[config.mk]
export PLATFORM = sky130hd
export DESIGN_NAME = olis_cell
export DESIGN_NICKNAME = d
export VERILOG_FILES = /design/src/hw/rtl/olis_pkg.sv /design/src/hw/rtl/olis_cell.sv
export SDC_FILE = /design/constraint.sdc
export NUM_CORES = 1
export LEC_CHECK = 0
export BUFFER_PORTS_ARGS = -buffer_cell sky130_fd_sc_hd__buf_2
export CORE_ASPECT_RATIO = 1.2
export CORE_MARGIN = 2
export CORE_UTILIZATION = 39
export DETAILED_ROUTE_END_ITERATION = 16
export GPL_ROUTABILITY_DRIVEN = 0
export PLACE_DENSITY = 0.79
export SYNTH_ARGS = -nofsm -noshare
export SYNTH_HDL_FRONTEND = slang
export SYNTH_SLANG_ARGS = --single-unit
export TNS_END_PERCENT = 1
[constraint.sdc]
create_clock -name clk -period 5.2 [get_ports clk]
set_input_delay 1.04 -clock clk [delete_from_list [all_inputs] [get_ports clk]]
set_output_delay 1.04 -clock clk [all_outputs]
set_load 0.01 [all_outputs]
[src/hw/rtl/olis_pkg.sv]
// Shared types and codes for the ordered list block.
// No dependencies; every other file imports this package.
`default_nettype none

package olis_pkg;

  localparam int VALUE_W     = 32;
  localparam int CMD_W       = 3;
  localparam int POS_W       = 7;
  localparam int STATUS_W    = 3;
  localparam int INDEX_W     = 6;
  localparam int MAX_RESULTS = 64;

  localparam logic [CMD_W-1:0] CMD_PUSH_FRONT = 3'd0;
  localparam logic [CMD_W-1:0] CMD_PUSH_BACK  = 3'd1;
  localparam logic [CMD_W-1:0] CMD_INSERT     = 3'd2;
  localparam logic [CMD_W-1:0] CMD_SEARCH     = 3'd3;
  localparam logic [CMD_W-1:0] CMD_DUMP       = 3'd4;

  localparam logic [STATUS_W-1:0] ST_OK       = 3'd0;
  localparam logic [STATUS_W-1:0] ST_FULL     = 3'd1;
  localparam logic [STATUS_W-1:0] ST_BADPOS   = 3'd2;
  localparam logic [STATUS_W-1:0] ST_NOTFOUND = 3'd3;
  localparam logic [STATUS_W-1:0] ST_EMPTY    = 3'd4;

  typedef logic signed [VALUE_W-1:0] value_t;

  typedef enum logic [1:0] {
    CELL_HOLD,
    CELL_INSERT,
    CELL_ROTATE
  } cell_op_t;

  typedef struct packed {
    cell_op_t op;
    value_t   value;
  } cell_ctl_t;

  typedef enum logic [1:0] {
    S_IDLE,
    S_SEARCH,
    S_DUMP
  } olis_state_t;

endpackage

`default_nettype wire

[src/hw/rtl/olis_cell.sv]
// One list cell: holds one entry, takes its left neighbor on an insert
// shift and its right neighbor (or the head, at the tail) on a rotate.
// Depends on olis_pkg.
`default_nettype none

module olis_cell
  import olis_pkg::*;
(
  input  wire logic      clk,
  input  wire cell_ctl_t ctl,
  input  wire logic      at_pos,
  input  wire logic      after_pos,
  input  wire logic      is_tail,
  input  wire value_t    prev_data,
  input  wire value_t    next_data,
  input  wire value_t    head_data,
  output      value_t    data
);

  always_ff @(posedge clk) begin
    case (ctl.op)
      CELL_INSERT: begin
        if (at_pos) begin
          data <= ctl.value;
        end else if (after_pos) begin
          data <= prev_data;
        end
      end
      CELL_ROTATE: begin
        data <= is_tail ? head_data : next_data;
      end
      default: begin
        data <= data;
      end
    endcase
  end

endmodule

`default_nettype wire

==> impl_results.md, run 1 <==
* Ratio of cells with drive above 1 in the final layout at 0.575
* Critical Path Source Type: input pin
* Routed via count divided by cell count at 4.78
* Number of endpoints with negative hold slack in the final report at 0
* Total routing resource utilization after global routing at 0.168
* Master cell of the clock root buffer: clkbuf_8
* Total placed instance area at 2880 um^2
* Library cell occupying the most area in the post-synthesis netlist: mux2i_1
* Die outline area at roughly 6100 um^2
* Total wire length at ~5000 um
* Total number of clock tree sinks at 32
* P_leak at around 0.0015 uW
* Leading register cell type out of synthesis: edfxtp_1
* Design internal power at between 500 and 600 uW
* Layout-stage area growth over the synthesis result at 39.1%
* Final critical-path share of the clock period at 0.547
* Critical path cell sequence: buf_2, nor2_1, o21bai_4
* Height of the die at between 80 and 90 um
* Setup violation total in the final timing report at 0
* WP data required at roughly 5100 ps
* Register with the most flip-flops: data
* Worst slew slack as a fraction of its limit at 0.366
* Most numerous cell in the Yosys netlist: mux2i_1
* Critical-path top delay cell: o21bai_4
* Antenna violations before repair at 0
* Post-Place Setup Slack at 2000 ps
* Core region area at 5260 um^2
* Run status: finished, final reports clean
* Drt wl/cell at 13.6 um
* Yosys synthesis warning count at 0
* H-tree depth at 2
* Detailed Routing Iterations Pass 1 at 4
* Maximum number of pins on one net before global-route repair at 34
* Transition time of the tightest slew-check pin at approximately 950 ps
* Standard-cell rows at 29
* Seq cells post-synth at 32
* Global-route wire length before repair at around 8000 um
* Ports placed on the boundary at approximately 170
* Total power density per cell area at approximately 230 nW/um^2
* Cell family contributing the most delay on the critical path: compound AO/OA/AOI/OAI gates
* Critical Setup Path Class: in2reg
* Area share of the largest cell type after synthesis at 0.451
* Total net switching power at 182 uW
* Synth async-reset ratio at 0
* Average cell area after synthesis at approximately 15 um^2
* DR top layer: met4
* Post-synth top cells: mux2i_1, edfxtp_1, buf_6
* Total via count after detailed routing at 1758
* Clock share of power at 0.261
* Amount of wire on met2 after detailed routing at around 2600 um
* Setup repair after global routing missed its margin: no
* Half-perimeter wire length after placement at around 4000 um
* Data arrival at the endpoint of the critical path at about 2800 ps
* Class of the worst hold path: in2reg
* Design area at 2960 um^2
* Residual antenna-violating net count after detailed routing at 0
* Slew Viols, Final at 0
* TritonCTS clock tree: done
* Met1 layer wirelength in the final routing at between 1500 and 2000 um
* Post-synthesis cell area at 2130 um^2
* Achievable frequency at ~0.35 GHz
* Longest Clk Path Bufs at 2
* Proportion of power drawn by flip-flops and latches at 0.478
* Number of nets at the end of the flow at 439
* Part of the Yosys area used for sequential elements at 0.451
* Post-CTS clock slew at the launch and capture registers of the worst setup and hold paths at 70 ps
* Total of buffers placed on input and output ports at between 150 and 200
* Biggest area contributors in the synthesized netlist: mux2i_1, edfxtp_1, buf_6
* Resized cells post-CTS at 0
* Post-CTS setup buffer count at 0
* Number of global-route vias before repair at approximately 1800
* Total Negative Setup Slacks at 0 ps
* Post-Syn Instances at roughly 140
* Max FFs per register at 32
* Starting Density at 0.405
* Switching portion of total power at 0.264
* Overall die width at between 70 and 80 um
* Worst voltage drop across the vdd grid at between 100 and 150 uV
* Crit path largest cell delay at between 700 and 800 ps
* WL met3 at roughly 460 um
* Max capacitance violation total at 0
* Worst path bufs/invs at 1
* Final WS setup at ~2400 ps
* EDFF count, synth at 32
* Remaining DRCs at 0
* Distinct cell type count of the synthesized netlist at 9
* Crit path time final at 2850 ps
* Worst slack on hold paths at between 1000 and 1500 ps
* Number of buffers inserted during clock tree synthesis at 5
* Combinational group share of total power at 0.261
* Cts-stage hold buffer count at 0
* Starting DRC count in detailed routing at just under 70
* Synthesized netlist net count at 278
* Ant diodes at 0
* Peak fanout along the critical path at 33
* Remaining global-route overflow at 0
* Registers with the most flip-flops: data (32)
* Utilization of the core after routing at 0.563
* Sort of element at the end of the critical path: register
[layout by cell type, fill, tap and decap left out, drive strengths merged]
cell	Yosys	final
nor2b	1	1
clkbuf	0	5
mux2i	96	96
edfxtp	32	32
clkinv	0	3
buf	12	166
or2b	1	1
o21bai	1	1
nor2	1	1
[area by class of cell]
| type | instances | area, um^2 |
|---|---|---|
| clock inverters | 3 | 13.8 |
| multi-input cells | 100 | 1010 |
| clock buffers | 5 | 68.8 |
| repair buffers | 166 | 833 |
| flip-flops and latches | 32 | 961 |
| well taps | 62 | 77.6 |
| fillers | 459 | 2300 |
[final timing paths]
check | depth (start not counted) | from | slack [ps] | to
max | 3 | at_pos | 2350 | data[12]
min | 3 | prev_data[28] | 1120 | data[28]
[kinds of logic (layout without fill, tap and decap cells)]
group	Yosys count	after routing	share of synthesized area
simple gates	3	3	0.0123
mux	96	96	0.451
flops	32	32	0.451
buf+inv	12	174	0.0811
compound gates	1	1	0.00353
[power groups by stage]
stage          clock network, uW  registers [uW]  logic (uW)
2_1_floorplan                  0             356        83.2
3_3_place_gp                   0             336         179
3_5_place_dp                   0             337         184
4_1_cts                      188             331         184
5_1_grt                      201             334         198
6_report                     180             331         180
[metal layers]
layer / global-route usage / vias up
li1: - / 879
met2: 0.305 / 100
met5: 0 / -
met1: 0.180 / 767
met3: 0.0428 / 12
met4: 0.0772 / 0
[per-stage QoR]
stage,total power (uW),instances
global route,732,368
detailed placement,520,360
finish,691,368
floorplan,439,144
CTS,703,368
global placement,515,360
No activity file was read; power rests on OpenSTA's default activity.
==> run 2, diff against run 1 <==
==> constraint.sdc (replaced) <==
create_clock -name clk -period 3 [get_ports clk]
set_input_delay 0.6 -clock clk [delete_from_list [all_inputs] [get_ports clk]]
set_output_delay 0.6 -clock clk [all_outputs]
set_load 0.01 [all_outputs]
==> run 2 against run 1 <==
Combinational power is 77% higher; via count grew 1.3%; worst setup slack got worse by 1100 ps; cell count increased by 0.54%; sequential cell count is the same; critical path type unchanged; routed wire length is 1.1% lower; power increased by 71%; worst hold slack got worse by 430 ps; utilization grew 0.55 points; sequential power increased by 73%; global-route usage is 0.23 points higher.
==> impl_results.md, run 2 (synthesis gave the netlist of run 1 again) <==
* Final critical-path share of the clock period at 0.586
* Total via count after detailed routing at 1781 (+1.3%)
* Total routing resource utilization after global routing at 0.170 (+0.00230)
* Sort of element at the end of the critical path: register
* Routed via count divided by cell count at 4.81 (+0.76%)
* Number of global-route vias before repair at 1822 (+2.4%)
* Detailed Routing Iterations Pass 1 at 4 (unchanged)
* Die outline area at 6070 um^2 (unchanged)
* Combinational group share of total power at 0.269 (+0.008)
* Overall die width at 71.4 um (unchanged)
* GR Util met1 at 0.183 (+0.00325)
* Registers with the most flip-flops: data (32)
* Antenna violations before repair at 0 (unchanged)
* Total power consumption of the routed design at 1180 uW (+71%)
* Grt peak-use layer: met2
* Ratio of cells with drive above 1 in the final layout at 0.575 (about the same)
* Post-CTS clock slew at the launch and capture registers of the worst setup and hold paths at 60 ps (about the same)
* Post-Place Setup Slack at 910 ps (-1090 ps)
* Number of endpoints with negative hold slack in the final report at 0 (unchanged)
* Achievable frequency at 0.569 GHz
* Utilization of the core after routing at 0.568 (+0.00547)
* Global routing usage on met3 at 0.0451 (+0.00238)
* Total of buffers placed on input and output ports at 165 (unchanged)
* Slew Viols, Final at 0 (unchanged)
* Setup repair after global routing missed its margin: no
* Run status: finished, final reports clean
* Cts-stage hold buffer count at 0 (unchanged)
* Total Negative Setup Slacks at 0 ps (unchanged)
* H-tree depth at 2 (unchanged)
* Data arrival at the endpoint of the critical path at 1740 ps (-1010 ps)
* Crit path time final at around 1800 ps
* Total wire length at 4960 um (-1.1%)
* Class of the worst hold path: in2reg
* Core region area at 5260 um^2 (unchanged)
* Longest Clk Path Bufs at 2 (unchanged)
* Worst slack on hold paths at 686 ps (-434 ps)
* Hold worst-path end: data[25]
* WP data required at 2990 ps (-2110 ps)
* Half-perimeter wire length after placement at 4000 um (+2.5%)
* Design internal power at 881 uW (+73%)
* Proportion of power drawn by flip-flops and latches at 0.485 (+0.007)
* Final WS setup at 1240 ps (-1110 ps)
* Met2 global-route usage at 0.305 (unchanged)
* Worst slew slack as a fraction of its limit at 0.639 (+0.273)
* Total number of clock tree sinks at 32 (unchanged)
* Fillcell total at 454 (-1.1%)
* Worst voltage drop across the vdd grid at 211 uV (+48%)
* P_leak at 0.00154 uW (+0.82%)
* Residual antenna-violating net count after detailed routing at 0 (unchanged)
* Starting DRC count in detailed routing at 83 (+20%)
* Total power density per cell area at 396 nW/um^2 (+70%)
* Drt wl/cell at 13.4 um (-1.7%)
* Global-route wire length before repair at 8030 um (+0.17%)
* Critical Path Source Type: input pin
* Height of the die at 84.9 um (unchanged)
* Standard-cell rows at 29 (unchanged)
* Seq. cell area at 961 um^2 (unchanged)
* Start point of the worst hold path: prev_data[25]
* Total net switching power at 302 uW (+65%)
* Commonest cells after routing, fill and taps aside: buf_2, mux2i_1, edfxtp_1
* Starting Density at 0.405 (unchanged)
* Layout-stage area growth over the synthesis result at 40.4%
* Max capacitance violation total at 0 (unchanged)
* Number of buffers inserted during clock tree synthesis at 5 (unchanged)
* Switching portion of total power at 0.255 (-0.00883)
* Most common library cell in the layout ignoring fill and taps: buf_2
* Maximum number of pins on one net before global-route repair at 33 (-2.9%)
* Resized cells post-CTS at 0 (unchanged)
* Cell depth of the worst hold path at 3 (unchanged)
* Max FFs per register at 32 (unchanged)
* Peak fanout along the critical path at 17 (-48%)
* Post-CTS setup buffer count at 0 (unchanged)
* Remaining global-route overflow at 0 (unchanged)
* Critical Setup Path Class: in2reg
* Number of nets at the end of the flow at 442 (+0.68%)
* Combined area of the multi-input logic cells at 1010 um^2 (unchanged)
* Remaining DRCs at 0 (unchanged)
* Clock share of power at 0.246 (-0.015)
* Master cell of the clock root buffer: clkbuf_8
* Ports placed on the boundary at 166 (unchanged)
* Ant diodes at 0 (unchanged)
* Transition time of the tightest slew-check pin at 542 ps (-410 ps)
* TritonCTS clock tree: done
* Register with the most flip-flops: data
* Setup violation total in the final timing report at 0 (unchanged)
## run 2: cell count changes in the layout (fill, tap and decap cells not counted)
cell	before	now
buf_4	1	3
buf_12	0	1
clkinv_2	2	0
clkinv_1	1	2
## run 2: critical path, stage by stage
cell and delay (ps):
buf_2 120, nor2b_4 420, o21bai_4 370, buf_12 220
## run 2: worst max path at each step
stage	start	to	slack, ps	depth (start not counted)
after floorplan	at_pos	data[0]	130	4
after global placement	ctl[32]	data[10]	920	4
after detailed placement	ctl[32]	data[3]	910	4
after CTS	ctl[32]	data[3]	1210	4
after global routing	ctl[32]	data[10]	1120	4
final	ctl[32]	data[3]	1240	4
## run 2: area by class of cell
cell class                      count  area share
Multi-Input combinational cell    100       0.337
Sequential cell                    32       0.321
Timing Repair Buffer              169       0.290
Tap cell                           62      0.0260
Clock buffer                        5      0.0230
Clock inverter                      2     0.00251
## run 2: per-layer routing
| metal | vias up | share of wire |
|---|---|---|
| met4 | 0 | 0.021 |
| met5 | - | 0 |
| met3 | 11 | 0.096 |
| li1 | 880 | - |
| met2 | 110 | 0.52 |
| met1 | 780 | 0.36 |
## run 2: metrics by stage
stage                     instance area, um^2  cells
after floorplan                          2130    144
after CTS                                2990    370
after global placement                   2910    363
final                                    2990    370
after detailed placement                 2910    363
after global routing                     2990    370
## run 2: power by group through the flow
stage	combinational [uW]	sequential (uW)	clock [uW]
floorplan	144	616	0
global placement	317	582	0
detailed placement	324	583	0
CTS	324	575	302
global route	350	579	323
finish	318	573	292
==> run 3, diff against run 2 <==
--- a/config.mk
+++ b/config.mk
@@ -8,10 +8,10 @@
 export BUFFER_PORTS_ARGS = -buffer_cell sky130_fd_sc_hd__buf_2
 export CORE_ASPECT_RATIO = 1.2
 export CORE_MARGIN = 2
-export CORE_UTILIZATION = 39
+export CORE_UTILIZATION = 36
 export DETAILED_ROUTE_END_ITERATION = 16
 export GPL_ROUTABILITY_DRIVEN = 0
-export PLACE_DENSITY = 0.79
+export PLACE_DENSITY = 0.77
 export SYNTH_ARGS = -nofsm -noshare
 export SYNTH_HDL_FRONTEND = slang
 export SYNTH_SLANG_ARGS = --single-unit
==> constraint.sdc (replaced) <==
create_clock -name clk -period 1.5 [get_ports clk]
set_input_delay 0.3 -clock clk [delete_from_list [all_inputs] [get_ports clk]]
set_output_delay 0.3 -clock clk [all_outputs]
set_load 0.01 [all_outputs]
==> run 3 against run 2 <==
Count of clock-buffer cells in the layout unchanged; routed wire length grew 14%; clock power rose by 110%; sequential power up 100%; sequential cell count stayed put; die area up 7.9%; critical path depth shrank 3; worst setup slack got worse by 860 ps; largest power group unchanged.
==> impl_results.md, run 3 (synthesis gave the netlist of run 1 again) <==
* Slew Viols, Final at 0 (unchanged)
* Setup repair after global routing missed its margin: no
* Ports placed on the boundary at 166 (unchanged)
* Critical Path Source Type: register
* Final critical-path share of the clock period at 0.747
* Residual antenna-violating net count after detailed routing at 0 (unchanged)
* Total power density per cell area at 787 nW/um^2 (+99%)
* Post-CTS setup buffer count at 0 (unchanged)
* Critical-path top delay cell: edfxtp_1
* Class of the worst hold path: in2reg
* Remaining global-route overflow at 0 (unchanged)
* Routed via count divided by cell count at 4.58 (-4.8%)
* WP data required at 1200 ps (-1790 ps)
* Starting DRC count in detailed routing at 53 (-36%)
* Data arrival at the endpoint of the critical path at 820 ps (-920 ps)
* Total wire length at 5630 um (+14%)
* Number of endpoints with negative hold slack in the final report at 0 (unchanged)
* Achievable frequency at ~0.89 GHz
* Resized cells post-CTS at 0 (unchanged)
* Seq. cell area at 961 um^2 (unchanged)
* Design area at 3100 um^2 (+3.6%)
* Antenna violations before repair at 0 (unchanged)
* Setup violation total in the final timing report at 0 (unchanged)
* Critical Setup Path Class: reg2out
* Number of nets at the end of the flow at 446 (+0.90%)
* Cts-stage hold buffer count at 0 (unchanged)
* Overall die width at 74.2 um (+3.9%)
* Total routing resource utilization after global routing at 0.164 (-0.00579)
* Total of buffers placed on input and output ports at 165 (unchanged)
* Total power consumption of the routed design at 2440 uW (+110%)
* Max capacitance violation total at 0 (unchanged)
* Core region area at 5670 um^2 (+7.7%)
* Standard-cell rows at 30 (+3.4%)
* H-tree depth at 2 (unchanged)
* Drt wl/cell at 14.3 um (+6.9%)
* Global-route wire length before repair at 8000 um (-0.34%)
* Worst slack on hold paths at 381 ps (-305 ps)
* Longest Clk Path Bufs at 2 (unchanged)
* Registers with the most flip-flops: data (32)
* Post-Place Setup Slack at 139 ps (-771 ps)
* Combined area of the multi-input logic cells at 1020 um^2 (+1.0%)
* Crit path time final at roughly 1100 ps
* Worst voltage drop across the vdd grid at 361 uV (+70%)
* Run status: finished, final reports clean
* Peak fanout along the critical path at 1 (-16)
* Commonest cells after routing, fill and taps aside: buf_2, mux2i_1, edfxtp_1
* Half-perimeter wire length after placement at 4620 um (+15%)
* Critical path cell sequence: buf_2
* Ant diodes at 0 (unchanged)
* Crit path largest cell delay at 390 ps (-30 ps)
* Most common library cell in the layout ignoring fill and taps: buf_2
* Worst slew slack as a fraction of its limit at 0.796 (+0.157)
* TritonCTS clock tree: done
* Height of the die at 88.2 um (+3.9%)
* Post-CTS clock slew at the launch and capture registers of the worst setup and hold paths at 70 ps (about the same)
* Ratio of cells with drive above 1 in the final layout at 0.588 (+0.0132)
* Number of buffers inserted during clock tree synthesis at 5 (unchanged)
* Total number of clock tree sinks at 32 (unchanged)
* Die outline area at 6550 um^2 (+7.9%)
* Final WS setup at 379 ps (-862 ps)
* Fillcell total at 503 (+11%)
* P_leak at 0.00158 uW (+2.7%)
* Total via count after detailed routing at 1800 (+1.1%)
* Max FFs per register at 32 (unchanged)
* Sort of element at the end of the critical path: primary output
* Starting Density at 0.375 (-0.0290)
* Master cell of the clock root buffer: clkbuf_8
* Number of global-route vias before repair at 1771 (-2.8%)
* Layout-stage area growth over the synthesis result at 45.4%
* Maximum number of pins on one net before global-route repair at 20 (-39%)
* Worst path bufs/invs at 1 (-1)
* Register with the most flip-flops: data
* Remaining DRCs at 0 (unchanged)
* Total Negative Setup Slacks at 0 ps (unchanged)
* Total placed instance area at 3010 um^2 (+3.4%)
* Transition time of the tightest slew-check pin at 306 ps (-236 ps)
* Detailed Routing Iterations Pass 1 at 4 (unchanged)
* Cell family contributing the most delay on the critical path: flip-flops
==> run 3: changes by cell type in the layout (fill, tap and decap cells not counted) <==
| cell | change |
|---|---|
| clkinv_2 | +2 |
| nor2_4 | +1 |
| buf_12 | +3 |
| buf_4 | +1 |
| clkinv_1 | -1 |
| or2b_2 | -1 |
| nor2_1 | -1 |
| or2b_4 | +1 |
==> run 3: path summary, 6_finish.rpt <==
path | from | end | depth (start not counted)
min | prev_data[23] | data[23] | 3
max | data[18] | data[18] | 1
==> run 3: tightest hold or removal path, stage by stage <==
cell	delay (ps)
buf_2	70
mux2i_1	50
mux2i_1	110
==> run 3: stage by stage <==
stage                util  instances
floorplan               -        144
global placement    0.532        385
detailed placement  0.532        385
CTS                 0.546        393
global route        0.546        393
finish              0.546        393
==> run 3: area by class of cell <==
cell class,count,share of cell area
repair buffers,173,0.302
flip-flops and latches,32,0.310
well taps,80,0.0323
multi-input cells,100,0.328
clock buffers,5,0.0222
clock inverters,3,0.00445
==> run 3: where the power goes <==
part | total, uW | internal, uW | leakage [uW] | switching, uW
Sequential | 1150 | 1120 | 0.000308 | 26.5
Clock | 614 | 314 | 0.0000453 | 300
Combinational | 674 | 357 | 0.00122 | 317
==> run 3: routing by layer <==
layer  wire length [um]  track usage
met4                139       0.0760
met3                453       0.0513
met5                  0            0
met1               2020        0.160
met2               3010        0.310
